--- src/hw/rtl/rwsd_pkg.sv ---
package rwsd_pkg;

  localparam int HIST_DEPTH = 128;

  localparam int SAMP_W    = 24;
  localparam int MAG_W     = SAMP_W;
  localparam int VAR_W     = 2 * MAG_W;
  localparam int STD_W     = 23;
  localparam int SLOT_W    = (HIST_DEPTH > 1) ? $clog2(HIST_DEPTH) : 1;
  localparam int LEN_W     = $clog2(HIST_DEPTH + 1);
  localparam int SUM_W     = SAMP_W + SLOT_W + 1;
  localparam int SQ_W      = 2 * SAMP_W - 1 + SLOT_W;
  localparam int DIV_W     = SQ_W + (SQ_W % 2);
  localparam int DIV_STEPS = DIV_W / 2;
  localparam int SQRT_STEPS = MAG_W;
  localparam int MAX_STEPS = (DIV_STEPS > SQRT_STEPS) ? DIV_STEPS : SQRT_STEPS;
  localparam int CNT_W     = $clog2(MAX_STEPS);

  localparam logic [STD_W-1:0] STD_MAX = {STD_W{1'b1}};

  localparam int WL_W = 8;
  localparam logic [WL_W-1:0] WL_RESET = 8'd114;

  localparam int DATA_W    = 32;
  localparam int ADDR_W    = 3;
  localparam int REG_IDX_W = ADDR_W - 2;
  localparam logic [REG_IDX_W-1:0] REG_WINDOW_LENGTH = 1'b0;

  typedef struct packed {
    logic capture;
    logic mem_rd;
    logic add_new;
    logic remove_old;
    logic div_init_sq;
    logic div_init_sum;
    logic div_step;
    logic mul_mean;
    logic var_load;
    logic sqrt_step;
    logic out_load;
  } rwsd_cmd_t;

  typedef struct packed {
    logic full;
  } rwsd_sts_t;

endpackage

--- src/hw/rtl/rwsd_ctrl.sv ---
module rwsd_ctrl import rwsd_pkg::*; (
  input  logic      clk,
  input  logic      rst_n,
  input  logic      in_valid,
  output logic      in_ready,
  output logic      out_valid,
  input  logic      out_ready,
  output rwsd_cmd_t cmd,
  input  rwsd_sts_t sts
);

  typedef enum logic [3:0] {
    ST_IDLE,
    ST_READ,
    ST_SQ_OLD,
    ST_REMOVE,
    ST_DIV_SQ_INIT,
    ST_DIV_SQ,
    ST_DIV_SUM_INIT,
    ST_DIV_SUM,
    ST_MUL_MEAN,
    ST_VAR,
    ST_SQRT,
    ST_FINISH
  } state_t;

  state_t           state_r, state_nxt;
  logic [CNT_W-1:0] cnt_r, cnt_nxt;
  logic             out_valid_r, out_valid_nxt;
  logic             out_free;
  logic             div_last;
  logic             sqrt_last;

  assign out_free  = !out_valid_r || out_ready;
  assign div_last  = (cnt_r == CNT_W'(DIV_STEPS - 1));
  assign sqrt_last = (cnt_r == CNT_W'(SQRT_STEPS - 1));
  assign in_ready  = (state_r == ST_IDLE);
  assign out_valid = out_valid_r;

  always_comb begin
    state_nxt = state_r;
    cnt_nxt   = '0;
    cmd       = '0;
    unique case (state_r)
      ST_IDLE: begin
        cmd.capture = in_valid;
        if (in_valid) state_nxt = ST_READ;
      end
      ST_READ: begin
        cmd.mem_rd = 1'b1;
        state_nxt  = ST_SQ_OLD;
      end
      ST_SQ_OLD: begin
        cmd.add_new = 1'b1;
        state_nxt   = ST_REMOVE;
      end
      ST_REMOVE: begin
        cmd.remove_old = 1'b1;
        state_nxt      = sts.full ? ST_DIV_SQ_INIT : ST_FINISH;
      end
      ST_DIV_SQ_INIT: begin
        cmd.div_init_sq = 1'b1;
        state_nxt       = ST_DIV_SQ;
      end
      ST_DIV_SQ: begin
        cmd.div_step = 1'b1;
        if (div_last) begin
          state_nxt = ST_DIV_SUM_INIT;
        end else begin
          cnt_nxt = cnt_r + CNT_W'(1);
        end
      end
      ST_DIV_SUM_INIT: begin
        cmd.div_init_sum = 1'b1;
        state_nxt        = ST_DIV_SUM;
      end
      ST_DIV_SUM: begin
        cmd.div_step = 1'b1;
        if (div_last) begin
          state_nxt = ST_MUL_MEAN;
        end else begin
          cnt_nxt = cnt_r + CNT_W'(1);
        end
      end
      ST_MUL_MEAN: begin
        cmd.mul_mean = 1'b1;
        state_nxt    = ST_VAR;
      end
      ST_VAR: begin
        cmd.var_load = 1'b1;
        state_nxt    = ST_SQRT;
      end
      ST_SQRT: begin
        cmd.sqrt_step = 1'b1;
        if (sqrt_last) begin
          state_nxt = ST_FINISH;
        end else begin
          cnt_nxt = cnt_r + CNT_W'(1);
        end
      end
      ST_FINISH: begin
        cmd.out_load = out_free;
        if (out_free) state_nxt = ST_IDLE;
      end
      default: state_nxt = ST_IDLE;
    endcase
  end

  always_comb begin
    if (state_r == ST_FINISH && out_free) begin
      out_valid_nxt = 1'b1;
    end else if (out_ready) begin
      out_valid_nxt = 1'b0;
    end else begin
      out_valid_nxt = out_valid_r;
    end
  end

  always_ff @(posedge clk) begin
    if (!rst_n) begin
      state_r     <= ST_IDLE;
      cnt_r       <= '0;
      out_valid_r <= 1'b0;
    end else begin
      state_r     <= state_nxt;
      cnt_r       <= cnt_nxt;
      out_valid_r <= out_valid_nxt;
    end
  end

  a_div_cnt_bound: assert property (@(posedge clk) disable iff (!rst_n)
    (state_r == ST_DIV_SQ || state_r == ST_DIV_SUM) |-> cnt_r < CNT_W'(DIV_STEPS))
    else $error("divider step count out of range");

  a_sqrt_cnt_bound: assert property (@(posedge clk) disable iff (!rst_n)
    (state_r == ST_SQRT) |-> cnt_r < CNT_W'(SQRT_STEPS))
    else $error("root step count out of range");

  a_load_sets_valid: assert property (@(posedge clk) disable iff (!rst_n)
    cmd.out_load |=> out_valid_r)
    else $error("result loaded without valid");

endmodule

--- config.mk ---
export PLATFORM = sky130hd
export DESIGN_NAME = rwsd_ctrl
export DESIGN_NICKNAME = d
export VERILOG_FILES = /design/src/hw/rtl/rwsd_pkg.sv /design/src/hw/rtl/rwsd_ctrl.sv
export SDC_FILE = /design/constraint.sdc
export NUM_CORES = 1
export LEC_CHECK = 0
export ABC_AREA = 1
export BUFFER_PORTS_ARGS = -buffer_cell sky130_fd_sc_hd__buf_4
export CAP_MARGIN = 20
export CORE_UTILIZATION = 50
export DETAILED_ROUTE_END_ITERATION = 7
export PLACE_DENSITY = 0.76
export SYNTH_ARGS = -nofsm -noshare
export SYNTH_HDL_FRONTEND = slang
export SYNTH_SLANG_ARGS = --single-unit
--- constraint.sdc ---
create_clock -name clk -period 1.5 [get_ports clk]
set_input_delay 0 -clock clk [delete_from_list [all_inputs] [get_ports clk]]
set_output_delay 0 -clock clk [all_outputs]
set_load 0.1 [all_outputs]
======== Yosys cells after proc, flatten, opt, wreduce, memory -nomap -nowiden ========
Index checks and enable logic that the tools add are counted.
word-level totals
  register bits after elaboration ......... 10
  output and inout port bits .............. 13
  word-level logic and storage cells ...... 52
operators by class
  add/subtract/negate cells ............... 1
  equal/unequal tests ..................... 18
  muxes and demuxes ....................... 23
  reduce and logical (&&, ||, !) cells .... 7
operators by type and width
  kind                                                  number
  one-hot mux 4 bit (12 select lines)                   1
  2-to-1 mux 4 bit                                      6
  equality test 4 x 3 -> 1 bit (second input constant)  4
  equality test 4 bit (second input constant)           4
  2-to-1 mux 1 bit                                      13
  equality test 5 bit (second input constant)           2
  2-to-1 mux 5 bit                                      2
  inequality test 2 bit (second input constant)         5
  one-hot mux 5 bit (2 select lines)                    1
  equality test 4 x 2 -> 1 bit (second input constant)  2
  adder 5 x 1 -> 5 bit (second input constant)          1
  AND reduction 5 bit                                   1
  equality test 4 x 1 -> 1 bit (second input constant)  1
  zero test 4 bit                                       1
  nonzero test 2 bit                                    1
  OR reduction 2 bit                                    1
  logical AND 1 bit                                     1
  zero test 1 bit                                       1
  logical OR 1 bit                                      1

======== Longest topological paths before layout ========
  depth after elaboration ................. 4
  depth in mapped cells ................... 11

======== Worst setup path before layout ========
Ideal clock, no wire load.
  kind .................................... reg2out
  start point ............................. reg state_r[3]
  end point ............................... out cmd[10] (netlist bit)
  arrival ................................. 2.691 ns
  data required time ...................... 1.500 ns
  slack ................................... -1.191 ns
  cell stages (with the launch flop) ...... 4
  buffers on the path ..................... 0
  path through ............................ dfxtp_1 nor2_1 inv_1 nor3_1
RTL lines
  what                    line              RTL
  from (decl)             rwsd_ctrl.sv:27   state_t state_r, state_nxt;
  from (signal assigned)  rwsd_ctrl.sv:125  state_r <= state_nxt;
  to (decl)               rwsd_ctrl.sv:8    output rwsd_cmd_t cmd,

==> qor.txt <==
Power Total - 0.00219 W
Slew Viols, Final - 0
P per Cell Area - 2360 mW/mm^2
Clock sink total - 10
End of the worst hold path - out_valid
Clk slew on worst S/H paths - 0.07 ns
ANT cells - 0
Worst hold stages - 3
R2r startpoint - cnt_r[0]
Worst slew pin tran - 0.285 ns
Port buffer count - 17
Total track usage - 20.3%
Design area - 926 sq um
Gr ovfl total - 0
Area Overhead vs Synth - 31.7%
Placed cell area - 866 sq um
R2R cell count - 10
Antenna viol nets, final - 0
# DRC - 0
R2R setup slack - 0.20 ns
Die Ht - 39.5 microns
NumNets Final - 132
Distinct cells, synth - 21
Clock Path Buffers - 2
Commonest non-fill, non-tap cell in the layout - nand2_1
Core Rows - 13
Startpoint Class - register
Initial Util - 54.0%
Final wirelength - 1.41 mm
Period utilization - 94.2%
Vias in the first global route - 529
Met3 WL - 59 microns
Sequential area share after synthesis - 28.5%
Wl on met1 - 649 microns
Number of max-cap violations - 0
Wire per inst - 10.2 microns
Syn_nets - 110
Crit Path Class - register to primary output
Die area - 0.00156 sq mm
Worst-skew pair later-pin latency - 0.27 ns
Pin count of the biggest net entering global routing - 9
Post-Syn Instances - 103
Synth warnings - 0
Final Util - 71.2%
GP Congestion - 0.740
Yosys reg bits - 10
Hold slack final - 0.0789 ns
Vias per inst - 4.71
Top Metal Used - met4
Ports - 18
Leakage power - 0.482 nW
Met2 WL - 680 microns
CTS buffer count - 3
First-pass GRT wire length - 2.02 mm
Fin. Hold Viols - 0
Max transition margin - 81.1%
Fmax achieved - 0.708 GHz
Final Setup Violations - 0
Peak supply drop - 1.10 mV
Most frequent cells in the layout - nand2_1, nor2_1, buf_4
Die Width - 39.5 microns
R2r endpoint - state_r[0]
Initial antenna violation count - 0
Worst hold path startpoint - out_ready
H-tree depth - 1
HP Class - primary input to register
Status - completed
RSZ-0062 raised after global routing - no
Crit path required time - 1.50 ns
Clock Skew - 0.00402 ns
Drt first pass iters - 4
CTS Root Cell - clkbuf_4
Iter 0 DRT Violations - 21
Tmin final - 1.41 ns
Layout cells sized above 1 - 37.1%
TritonCTS clock tree - yes
Setup ws final - 0.0871 ns
Vias - 654
Mapped Area - 703 sq um
Pre-CTS setup slack - 0.199 ns
CP Capture Type - primary output
Arrival @ worst endpoint - 1.41 ns
Crit-path max FO - 5
Core area - 0.00130 sq mm
HPWL reported at the end of detailed placement - 1.12 mm
Syn Area/Cell - 6.83 sq um
-- state kept, by name, summed over array words and instances, names as in the netlist --
signal / cells
cnt_r: 5
out_valid: 1
state_r: 4
-- how the worst max path moves through the flow --
stage / startpoint / end / slack [ns] / cells after the start
after floorplan: state_r[0] / cmd[2] / -0.45 / 3
after global placement: cnt_r[0] / state_r[0] / 0.23 / 10
after detailed placement: cnt_r[0] / state_r[0] / 0.20 / 10
after CTS: state_r[3] / cmd[9] / 0.05 / 4
after global routing: state_r[0] / cmd[2] / 0.02 / 4
final: state_r[0] / cmd[2] / 0.09 / 4
-- Yosys cell counts --
master	number	share of area, %
nand2_4	5	8.0
inv_2	1	0.53
o21a_1	1	1.1
o211ai_2	1	1.8
nand3_1	5	3.6
o21ai_0	1	0.71
xnor2_1	1	1.2
xor2_1	2	2.5
or2_1	1	0.89
dfxtp_1	10	28
nor2_2	1	0.89
inv_1	13	6.9
a21oi_1	1	0.71
nor2_4	1	1.6
nand2_1	22	12
nor2_1	25	13
buf_4	1	1.1
nand2_2	4	3.6
ha_1	2	3.6
nor3_1	3	2.1
nor2_8	2	5.7
-- critical path: stages, from the launching register on --
cell     delay, ns
dfxtp_1       0.43
inv_2         0.09
or2_1         0.25
nor2_1        0.13
buf_6         0.24
-- logic make-up after synthesis --
logic type / share of synthesized area (%)
AOI/OAI and AO/OA: 4.27
and+or+nand+nor: 51.4
buffers and inverters: 8.54
adders and majority gates: 3.56
DFF: 28.5
xor gates and xnor gates: 3.74
-- metrics by stage --
step	TNS, ns	instances
floorplan	-2.10	103
CTS	0	139
finish	0	139
global route	0	139
detailed placement	0	134
global placement	0	134
-- area by class of cell --
type,instances,area [sq um]
Fill cell,118,375
Inverter,14,52.6
Tap cell,15,18.8
Clock buffer,4,36.3
Timing Repair Buffer,18,149
Sequential cell,10,204
Multi-Input combinational cell,78,465
-- metal layers --
layer	track usage [%]	up-vias
li1	-	353
met1	22.6	285
met2	32.4	10
met3	10.2	6
met4	7.76	0
met5	0	-
-- repair_timing --
action,CTS,global route
gates resized for setup,0,4
endpoints found under the setup margin,0,6
endpoints found under the hold margin,4,0
hold buffers,1,0
buffers inserted,0,0
-- power by group --
part	internal (W)	switching, W
Combinational	0.000367	0.00118
Sequential	0.000318	0.0000788
Clock	0.000148	0.0000993
Note: power is estimated with default switching activity, not from simulation.
