--- config.mk ---
export PLATFORM = sky130hd
export DESIGN_NAME = rwsd_dp
export DESIGN_NICKNAME = d
export VERILOG_FILES = /design/src/hw/rtl/rwsd_pkg.sv /design/src/hw/rtl/rwsd_dp.sv
export SDC_FILE = /design/constraint.sdc
export NUM_CORES = 2
export LEC_CHECK = 0
export BUFFER_PORTS_ARGS = -buffer_cell sky130_fd_sc_hd__buf_2
export CAP_MARGIN = 20
export CORE_UTILIZATION = 40
export DETAILED_ROUTE_END_ITERATION = 12
export PLACE_DENSITY = 0.65
export SYNTH_ARGS = -nofsm -noshare
export SYNTH_HDL_FRONTEND = slang
export SYNTH_SLANG_ARGS = --single-unit
--- constraint.sdc ---
create_clock -name clk -period 14.1 [get_ports clk]
set_input_delay 1.41 -clock clk [delete_from_list [all_inputs] [get_ports clk]]
set_output_delay 1.41 -clock clk [all_outputs]
set_load 0.1 [all_outputs]
--- src/hw/rtl/rwsd_pkg.sv ---
package rwsd_pkg;

  localparam int HIST_DEPTH = 128;

  localparam int SAMP_W    = 24;
  localparam int MAG_W     = SAMP_W;
  localparam int VAR_W     = 2 * MAG_W;
  localparam int STD_W     = 23;
  localparam int SLOT_W    = (HIST_DEPTH > 1) ? $clog2(HIST_DEPTH) : 1;
  localparam int LEN_W     = $clog2(HIST_DEPTH + 1);
  localparam int SUM_W     = SAMP_W + SLOT_W + 1;
  localparam int SQ_W      = 2 * SAMP_W - 1 + SLOT_W;
  localparam int DIV_W     = SQ_W + (SQ_W % 2);
  localparam int DIV_STEPS = DIV_W / 2;
  localparam int SQRT_STEPS = MAG_W;
  localparam int MAX_STEPS = (DIV_STEPS > SQRT_STEPS) ? DIV_STEPS : SQRT_STEPS;
  localparam int CNT_W     = $clog2(MAX_STEPS);

  localparam logic [STD_W-1:0] STD_MAX = {STD_W{1'b1}};

  localparam int WL_W = 8;
  localparam logic [WL_W-1:0] WL_RESET = 8'd114;

  localparam int DATA_W    = 32;
  localparam int ADDR_W    = 3;
  localparam int REG_IDX_W = ADDR_W - 2;
  localparam logic [REG_IDX_W-1:0] REG_WINDOW_LENGTH = 1'b0;

  typedef struct packed {
    logic capture;
    logic mem_rd;
    logic add_new;
    logic remove_old;
    logic div_init_sq;
    logic div_init_sum;
    logic div_step;
    logic mul_mean;
    logic var_load;
    logic sqrt_step;
    logic out_load;
  } rwsd_cmd_t;

  typedef struct packed {
    logic full;
  } rwsd_sts_t;

endpackage

--- src/hw/rtl/rwsd_dp.sv ---
module rwsd_dp import rwsd_pkg::*; (
  input  logic              clk,
  input  logic              rst_n,
  input  logic              clear,
  input  logic [WL_W-1:0]   window_length,
  input  logic [SAMP_W-1:0] in_sample,
  input  rwsd_cmd_t         cmd,
  output rwsd_sts_t         sts,
  output logic [STD_W-1:0]  out_std_dev,
  output logic              out_window_full
);

  logic [SAMP_W-1:0] hist_mem [HIST_DEPTH];

  logic [LEN_W-1:0]  win_len;
  logic [SAMP_W-1:0] x_r;
  logic [SAMP_W-1:0] rd_data_r;
  logic [SLOT_W-1:0] slot_r;
  logic              evict_r;
  logic [SLOT_W-1:0] write_slot_r;
  logic [LEN_W-1:0]  fill_r;
  logic [SUM_W-1:0]  sum_r;
  logic [SQ_W-1:0]   sq_r;
  logic [VAR_W-1:0]  prod_r;
  logic [DIV_W-1:0]  div_q_r;
  logic [LEN_W-1:0]  div_rem_r;
  logic [VAR_W-1:0]  mean_sq_r;
  logic [VAR_W-1:0]  sqrt_src_r;
  logic [MAG_W+1:0]  sqrt_rem_r;
  logic [MAG_W-1:0]  root_r;
  logic [STD_W-1:0]  out_std_r;
  logic              out_full_r;

  logic [SLOT_W-1:0] slot_sel;
  logic [LEN_W-1:0]  slot_inc;
  logic [SLOT_W-1:0] next_slot;
  logic [MAG_W-1:0]  x_mag;
  logic [MAG_W-1:0]  old_mag;
  logic [MAG_W-1:0]  mul_a;
  logic [SUM_W-1:0]  x_ext;
  logic [SUM_W-1:0]  old_ext;
  logic [SUM_W-1:0]  sum_mag;
  logic [LEN_W:0]    dr1, dr2;
  logic              b1, b2;
  logic [LEN_W-1:0]  rem1, rem2;
  logic [MAG_W+1:0]  sq_rem_t;
  logic [MAG_W+1:0]  sq_trial;
  logic              sq_ge;
  logic [VAR_W-1:0]  var_val;
  logic [STD_W-1:0]  std_sat;

  always_comb begin
    if (window_length == '0) begin
      win_len = LEN_W'(1);
    end else if (int'(window_length) > HIST_DEPTH) begin
      win_len = LEN_W'(HIST_DEPTH);
    end else begin
      win_len = LEN_W'(window_length);
    end
  end

  assign slot_sel  = (LEN_W'(write_slot_r) >= win_len) ? '0 : write_slot_r;
  assign slot_inc  = LEN_W'(slot_r) + LEN_W'(1);
  assign next_slot = (slot_inc >= win_len) ? '0 : slot_inc[SLOT_W-1:0];

  assign x_mag   = x_r[SAMP_W-1] ? MAG_W'(~x_r + SAMP_W'(1)) : MAG_W'(x_r);
  assign old_mag = rd_data_r[SAMP_W-1] ? MAG_W'(~rd_data_r + SAMP_W'(1))
                                       : MAG_W'(rd_data_r);
  assign x_ext   = {{(SUM_W-SAMP_W){x_r[SAMP_W-1]}}, x_r};
  assign old_ext = {{(SUM_W-SAMP_W){rd_data_r[SAMP_W-1]}}, rd_data_r};
  assign sum_mag = sum_r[SUM_W-1] ? (~sum_r + SUM_W'(1)) : sum_r;

  always_comb begin
    if (cmd.add_new) begin
      mul_a = old_mag;
    end else if (cmd.mul_mean) begin
      mul_a = div_q_r[MAG_W-1:0];
    end else begin
      mul_a = x_mag;
    end
  end

  // radix-4 restoring division by the window length
  always_comb begin
    dr1  = {div_rem_r, div_q_r[DIV_W-1]};
    b1   = (dr1 >= {1'b0, win_len});
    rem1 = b1 ? LEN_W'(dr1 - {1'b0, win_len}) : dr1[LEN_W-1:0];
    dr2  = {rem1, div_q_r[DIV_W-2]};
    b2   = (dr2 >= {1'b0, win_len});
    rem2 = b2 ? LEN_W'(dr2 - {1'b0, win_len}) : dr2[LEN_W-1:0];
  end

  // one root bit per step
  assign sq_rem_t = {sqrt_rem_r[MAG_W-1:0], sqrt_src_r[VAR_W-1:VAR_W-2]};
  assign sq_trial = {root_r, 2'b01};
  assign sq_ge    = (sq_rem_t >= sq_trial);

  assign var_val = (mean_sq_r > prod_r) ? (mean_sq_r - prod_r) : '0;
  assign std_sat = (root_r > MAG_W'(STD_MAX)) ? STD_MAX : root_r[STD_W-1:0];

  assign sts.full        = (fill_r >= win_len);
  assign out_std_dev     = out_std_r;
  assign out_window_full = out_full_r;

  always_ff @(posedge clk) begin
    if (!rst_n || clear) begin
      write_slot_r <= '0;
      fill_r       <= '0;
      sum_r        <= '0;
      sq_r         <= '0;
    end else begin
      if (cmd.add_new) begin
        sum_r        <= sum_r + x_ext;
        sq_r         <= sq_r + SQ_W'(prod_r);
        write_slot_r <= next_slot;
        fill_r       <= evict_r ? win_len : fill_r + LEN_W'(1);
      end
      if (cmd.remove_old && evict_r) begin
        sum_r <= sum_r - old_ext;
        sq_r  <= sq_r - SQ_W'(prod_r);
      end
    end
  end

  always_ff @(posedge clk) begin
    if (cmd.capture) begin
      x_r     <= in_sample;
      slot_r  <= slot_sel;
      evict_r <= (fill_r >= win_len);
    end
    if (cmd.mem_rd) begin
      rd_data_r <= hist_mem[slot_r];
    end
    if (cmd.add_new) begin
      hist_mem[slot_r] <= x_r;
    end
    if (cmd.mem_rd || cmd.add_new || cmd.mul_mean) begin
      prod_r <= mul_a * mul_a;
    end
    if (cmd.div_init_sq) begin
      div_q_r   <= DIV_W'(sq_r);
      div_rem_r <= '0;
    end else if (cmd.div_init_sum) begin
      div_q_r   <= DIV_W'(sum_mag);
      div_rem_r <= '0;
      mean_sq_r <= div_q_r[VAR_W-1:0];
    end else if (cmd.div_step) begin
      div_q_r   <= {div_q_r[DIV_W-3:0], b1, b2};
      div_rem_r <= rem2;
    end
    if (cmd.var_load) begin
      sqrt_src_r <= var_val;
      sqrt_rem_r <= '0;
      root_r     <= '0;
    end else if (cmd.sqrt_step) begin
      sqrt_src_r <= {sqrt_src_r[VAR_W-3:0], 2'b00};
      sqrt_rem_r <= sq_ge ? (sq_rem_t - sq_trial) : sq_rem_t;
      root_r     <= {root_r[MAG_W-2:0], sq_ge};
    end
    if (cmd.out_load) begin
      out_std_r  <= sts.full ? std_sat : '0;
      out_full_r <= sts.full;
    end
  end

  a_fill_in_window: assert property (@(posedge clk) disable iff (!rst_n)
    fill_r <= win_len)
    else $error("fill count beyond window length");

  a_slot_in_window: assert property (@(posedge clk) disable iff (!rst_n)
    cmd.add_new |=> LEN_W'(write_slot_r) < win_len)
    else $error("write slot beyond window length");

endmodule

# After elaboration in Yosys (flattened, before gate mapping)
# Memory sizes are Yosys's and may differ from the RTL's. A register that Yosys moved wholly into a read port is not among the register bits.
# Cells that the tools add are included.
[word_totals]
ff_bits = 411
latchBits = 0
ramBits = 3072
rom_bits = 0
word_cells = 80
memories = 1
[op_classes]
addsub = 13
mul = 1
div = 0
magnitude_cmp = 9
eq_ne = 0
shifts = 0
n_mux = 25
bitwise_logic = 4
reduce_logical = 11
[memory_table]
columns = ["name", "depth", "width", "read_ports", "rd_ports_with_merged_regs", "write_ports", "line", "rtl"]
rows = [
  ["hist_mem", 128, 24, 1, 1, 1, "rwsd_dp.sv:13", "logic [SAMP_W-1:0] hist_mem [HIST_DEPTH];"],
]
[op_table]
columns = ["operator", "n"]
rows = [
  ["2-to-1 mux 54 bit", 5],
  ["2-to-1 mux 48 bit", 3],
  ["2-to-1 mux 24 bit", 5],
  ["2-to-1 mux 32 bit", 3],
  ["adder 54 x 48 -> 54 bit", 1],
  ["subtractor 54 x 48 -> 54 bit", 1],
  ["adder 24 x 1 -> 24 bit (second input constant)", 2],
  ["> comparator 48 bit", 1],
  ["multiplier 24 x 24 -> 48 bit", 1],
  ["inverter 24 bit", 2],
  ["subtractor 48 bit", 1],
  ["2-to-1 mux 8 bit", 5],
  ["adder 32 x 1 -> 32 bit (second input constant)", 1],
  ["adder 32 bit", 1],
  ["inverter 32 bit", 1],
  ["subtractor 32 bit", 1],
  [">= comparator 26 bit", 1],
  ["> comparator 24 x 23 -> 1 bit (second input constant)", 1],
  ["subtractor 24 bit", 1],
  ["2-to-1 mux 23 bit", 1],
  [">= comparator 9 x 8 -> 1 bit", 2],
  [">= comparator 8 bit", 2],
  ["subtractor 8 bit", 2],
  ["adder 7 x 1 -> 8 bit (second input constant)", 1],
  ["other kinds (14)", 18],
]

# Logic depth before layout (Yosys ltp)
[depth]
ltp_word = 9
ltp_mapped = 37
mapped_depth_nobuf = 37

# Worst setup path after synthesis
# Ideal clock, no wire load.
[synth_path]
path_kind = "register to register"
from = "register x_r[0]"
to = "register prod_r[44] (data pin)"
t_arrival_ns = 9.995
path_slack_ns = 3.845
path_stages_with_launch = 36
n_path_buf = 1
period_less_slack_ns = 10.255
cell_sequence = "edfxtp_1 inv_1 ha_1 or3b_1 nor4_1 nand4_2 nor3_2 nand2b_1 xnor2_1 mux2_2 o21ai_4 inv_2 buf_4 nand2_1 fa_1 inv_1 fa_1 fa_1 inv_1 fa_1 inv_1 fa_1 inv_1 fa_1 inv_1 fa_1 ha_1 nand4_1 or3_1 or4_1 o22ai_1 a31oi_1 o21ai_0 a211o_1 a21oi_1 xnor2_1"
[synth_via]
elab_chain_len = 6
[synth_lines]
columns = ["item", "line", "rtl"]
rows = [
  ["from (decl)", "rwsd_dp.sv:16", "logic [SAMP_W-1:0] x_r;"],
  ["from (signal assigned)", "rwsd_dp.sv:127", "x_r <= in_sample;"],
  ["inverter 24 bit", "rwsd_dp.sv:66", "assign x_mag = x_r[SAMP_W-1] ? MAG_W'(~x_r + SAMP_W'(1)) : MAG_W'(x_r);"],
  ["adder 24 x 1 -> 24 bit", "rwsd_dp.sv:66", ""],
  ["2-to-1 mux 24 bit *", "rwsd_dp.sv:66", ""],
  ["2-to-1 mux 24 bit *", "rwsd_dp.sv:76", "end else if (cmd.mul_mean) begin"],
  ["2-to-1 mux 24 bit *", "rwsd_dp.sv:74", "if (cmd.add_new) begin"],
  ["multiplier 24 x 24 -> 48 bit *", "rwsd_dp.sv:138", "prod_r <= mul_a * mul_a;"],
  ["to (signal assigned)", "rwsd_dp.sv:138", ""],
  ["to (decl)", "rwsd_dp.sv:24", "logic [VAR_W-1:0] prod_r;"],
]
# Mark *: on every way between the ends. The rest lies on a longest branch, timed or not.
# A chain may end at the register's enable or synchronous reset.

# Worst setup path after layout
# Same ends and word-level chain as after synthesis.

==> reports/results.tsv <==
metric	value	unit
critPathArrivalTime	11.92	ns
cts-root-buf	clkbuf_16	
critPathMaxFanout	20	
drt_iter0_markers	12360	
slew_headroom	0.1989	
drt_first_pass_iters	8	
ys_seq_elements	3506	
drc_errors	0	
fin_skew	0.1059	ns
antenna_found_initial	32	
rows	228	
hpwlAfterDp	297600	µm
grt_max_degree	133	
grt_pass1_wl	690800	µm
setup-violations-final	0	
clockBufferDepth	4	
synthArstFlopShare	0	
postCtsHoldBufs	0	
post-cts-setup-buffers	0	
ys_seq_area_frac	0.6664	
r2r_cells	33	
cts_tree	yes	
synth_most_common_cell	edfxtp_1	
synth_edf_count	3349	
final_core_util	0.4519	
cpMostUsedCell	fa_1	
fmax	88.88	MHz
layout-drive-gt1-share	0.1031	
avgSynthCellArea	14.41	µm²
wire_per_inst	29.31	µm
synthFlopType	edfxtp_1	
drtAntennaViolNets	0	
wirelength	482200	µm
hold_viol_final	0	
final_nets	11830	
period_minus_slack	11.25	ns
dieHeight	625.8	µm
rsz0062_at_grt	false	
placed_cell_area	163400	µm²
ys_warn_count	0	
start_util	0.4026	
gp_congestion	0.9214	
r2r_setup_slack	2.85	ns
finalMaxSlewViolations	0	
grt.overflow.total	0	
synth_top_area_frac	0.6462	
min_from	div_q_r[29]$_DFFE_PP_	
grt_pass1_vias	97060	
port_buffers	70	
maxCapViolCount	0	
detail_route.vias_per_cell	6.023	
clk_latency	0.96	ns
r2r_start	x_r[0]$_DFFE_PP_	
whs_endpoint	mean_sq_r[29]$_DFFE_PP_	
ys_types	94	
min_path_type	reg -> reg	
dr_total_vias	99100	
fillerInstances	33420	
areaGrowthSynthToFinish	12.25	%
cp_slowest_cell	fa_1	
yosysTopAreaCell	edfxtp_1	
worstSetupPathType	reg -> reg	
die_area	391600	µm²
hold_depth	0	
fin_crit_sh	0.7980	
clock-sinks	3506	
post_cts_resized	0	
die_x	625.8	µm
worst_pin_slew	1.202	ns
synth_area_leaders	edfxtp_1, fa_1, a22oi_1	
synth.net_count	11650	
io_pins	71	
reg2reg_to	prod_r[44]$_DFFE_PP_	
crit_required	14.76	ns
synthTopCellsByCount	edfxtp_1, a22oi_1, inv_1	
fin_area	174700	µm²
core_area	386500	µm²
gr-usage-all-layers	0.2409	
numCtsBuffers	345	
clk_pin_slew	0.06	ns
cpPeakStageDelay	0.70	ns
status	complete, no violations	
syn_area	155600	µm²
end_kind	register	
netlist_instances	10800	
critPathLaunchType	register	
fin_setup_tns	0	ns
h-tree-depth	5	
layout make-up:
class	count	area, µm²	area share
flip-flops and latches	3506	103700	0.5937
multi-input cells	5924	47160	0.2699
clock buffers	423	9029	0.05168
well taps	5175	6475	0.03707
repair buffers	423	3322	0.01902
inverters	779	2924	0.01674
clock inverters	205	2028	0.01161
diodes	18	45.04	0.0002578
critical path, delay by kind of cell (launching register included):
family / cells / cell delay (ns)
fa+ha+maj: 9 / 4.20
mux: 1 / 0.31
buf+inv: 7 / 1.23
simple gates: 4 / 1.23
flops: 1 / 0.65
compound gates: 10 / 3.14
xor+xnor: 2 / 0.16
worst max path at each step:
stage / startpoint / slack, ns / to
floorplan: x_r[0]$_DFFE_PP_ / 3.84 / prod_r[44]$_DFFE_PP_
global placement: x_r[0]$_DFFE_PP_ / 2.98 / prod_r[44]$_DFFE_PP_
detailed placement: x_r[0]$_DFFE_PP_ / 2.86 / prod_r[44]$_DFFE_PP_
CTS: x_r[0]$_DFFE_PP_ / 2.82 / prod_r[44]$_DFFE_PP_
global route: x_r[0]$_DFFE_PP_ / 2.36 / prod_r[44]$_DFFE_PP_
finish: x_r[0]$_DFFE_PP_ / 2.85 / prod_r[44]$_DFFE_PP_
stage by stage:
step	setup WS, ns	hold WS, ns	std cells
after floorplan	3.845	0.4207	10800
final	2.849	0.4523	16450
after detailed placement	2.857	0.4394	15800
after global routing	2.363	0.4769	16440
after CTS	2.817	0.4532	16430
after global placement	2.982	0.4293	15790
metal layers:
layer	global-route usage	routed length [µm]	up-vias
li1	-	-	42170
met1	0.3210	184700	50270
met2	0.3819	222300	5662
met3	0.04317	48510	989
met4	0.1155	26670	16
met5	0	108	-
sequential cells by signal, summed over array words and instances, names as in the netlist:
signal,flops
sq_r,54
fill_r,8
prod_r,47
div_q_r,54
x_r,24
out_std_dev,23
slot_r,7
write_slot_r,7
evict_r,1
mean_sq_r,48
sum_r,32
root_r,24
sqrt_rem_r,24
div_rem_r,8
rd_data_r,24
hist_mem,3072
sqrt_src_r,48
out_window_full,1
placed cells by master (no fill, tap or decap), drive strengths merged, types with 116 or more instances in the layout:
cell / instances
clkbuf: 423
xor2: 125
ha: 375
o21ai: 311
inv: 786
a22oi: 925
nor2: 489
clkinv: 165
dfxtp: 157
nand2: 563
edfxtp: 3349
a21o: 116
fa: 427
buf: 423
a22o: 339
a21oi: 358
nand4: 187
xnor2: 208
a31oi: 238
a221oi: 317
kinds of logic after synthesis:
family	synth area share
mux	0.006464
compound gates	0.1382
simple gates	0.05146
flops	0.6664
xor+xnor	0.01874
fa+ha+maj	0.08508
buf+inv	0.03371
Power is not shown: default switching activity piles up to over one toggle a cycle in this logic, so the estimate is an artifact.
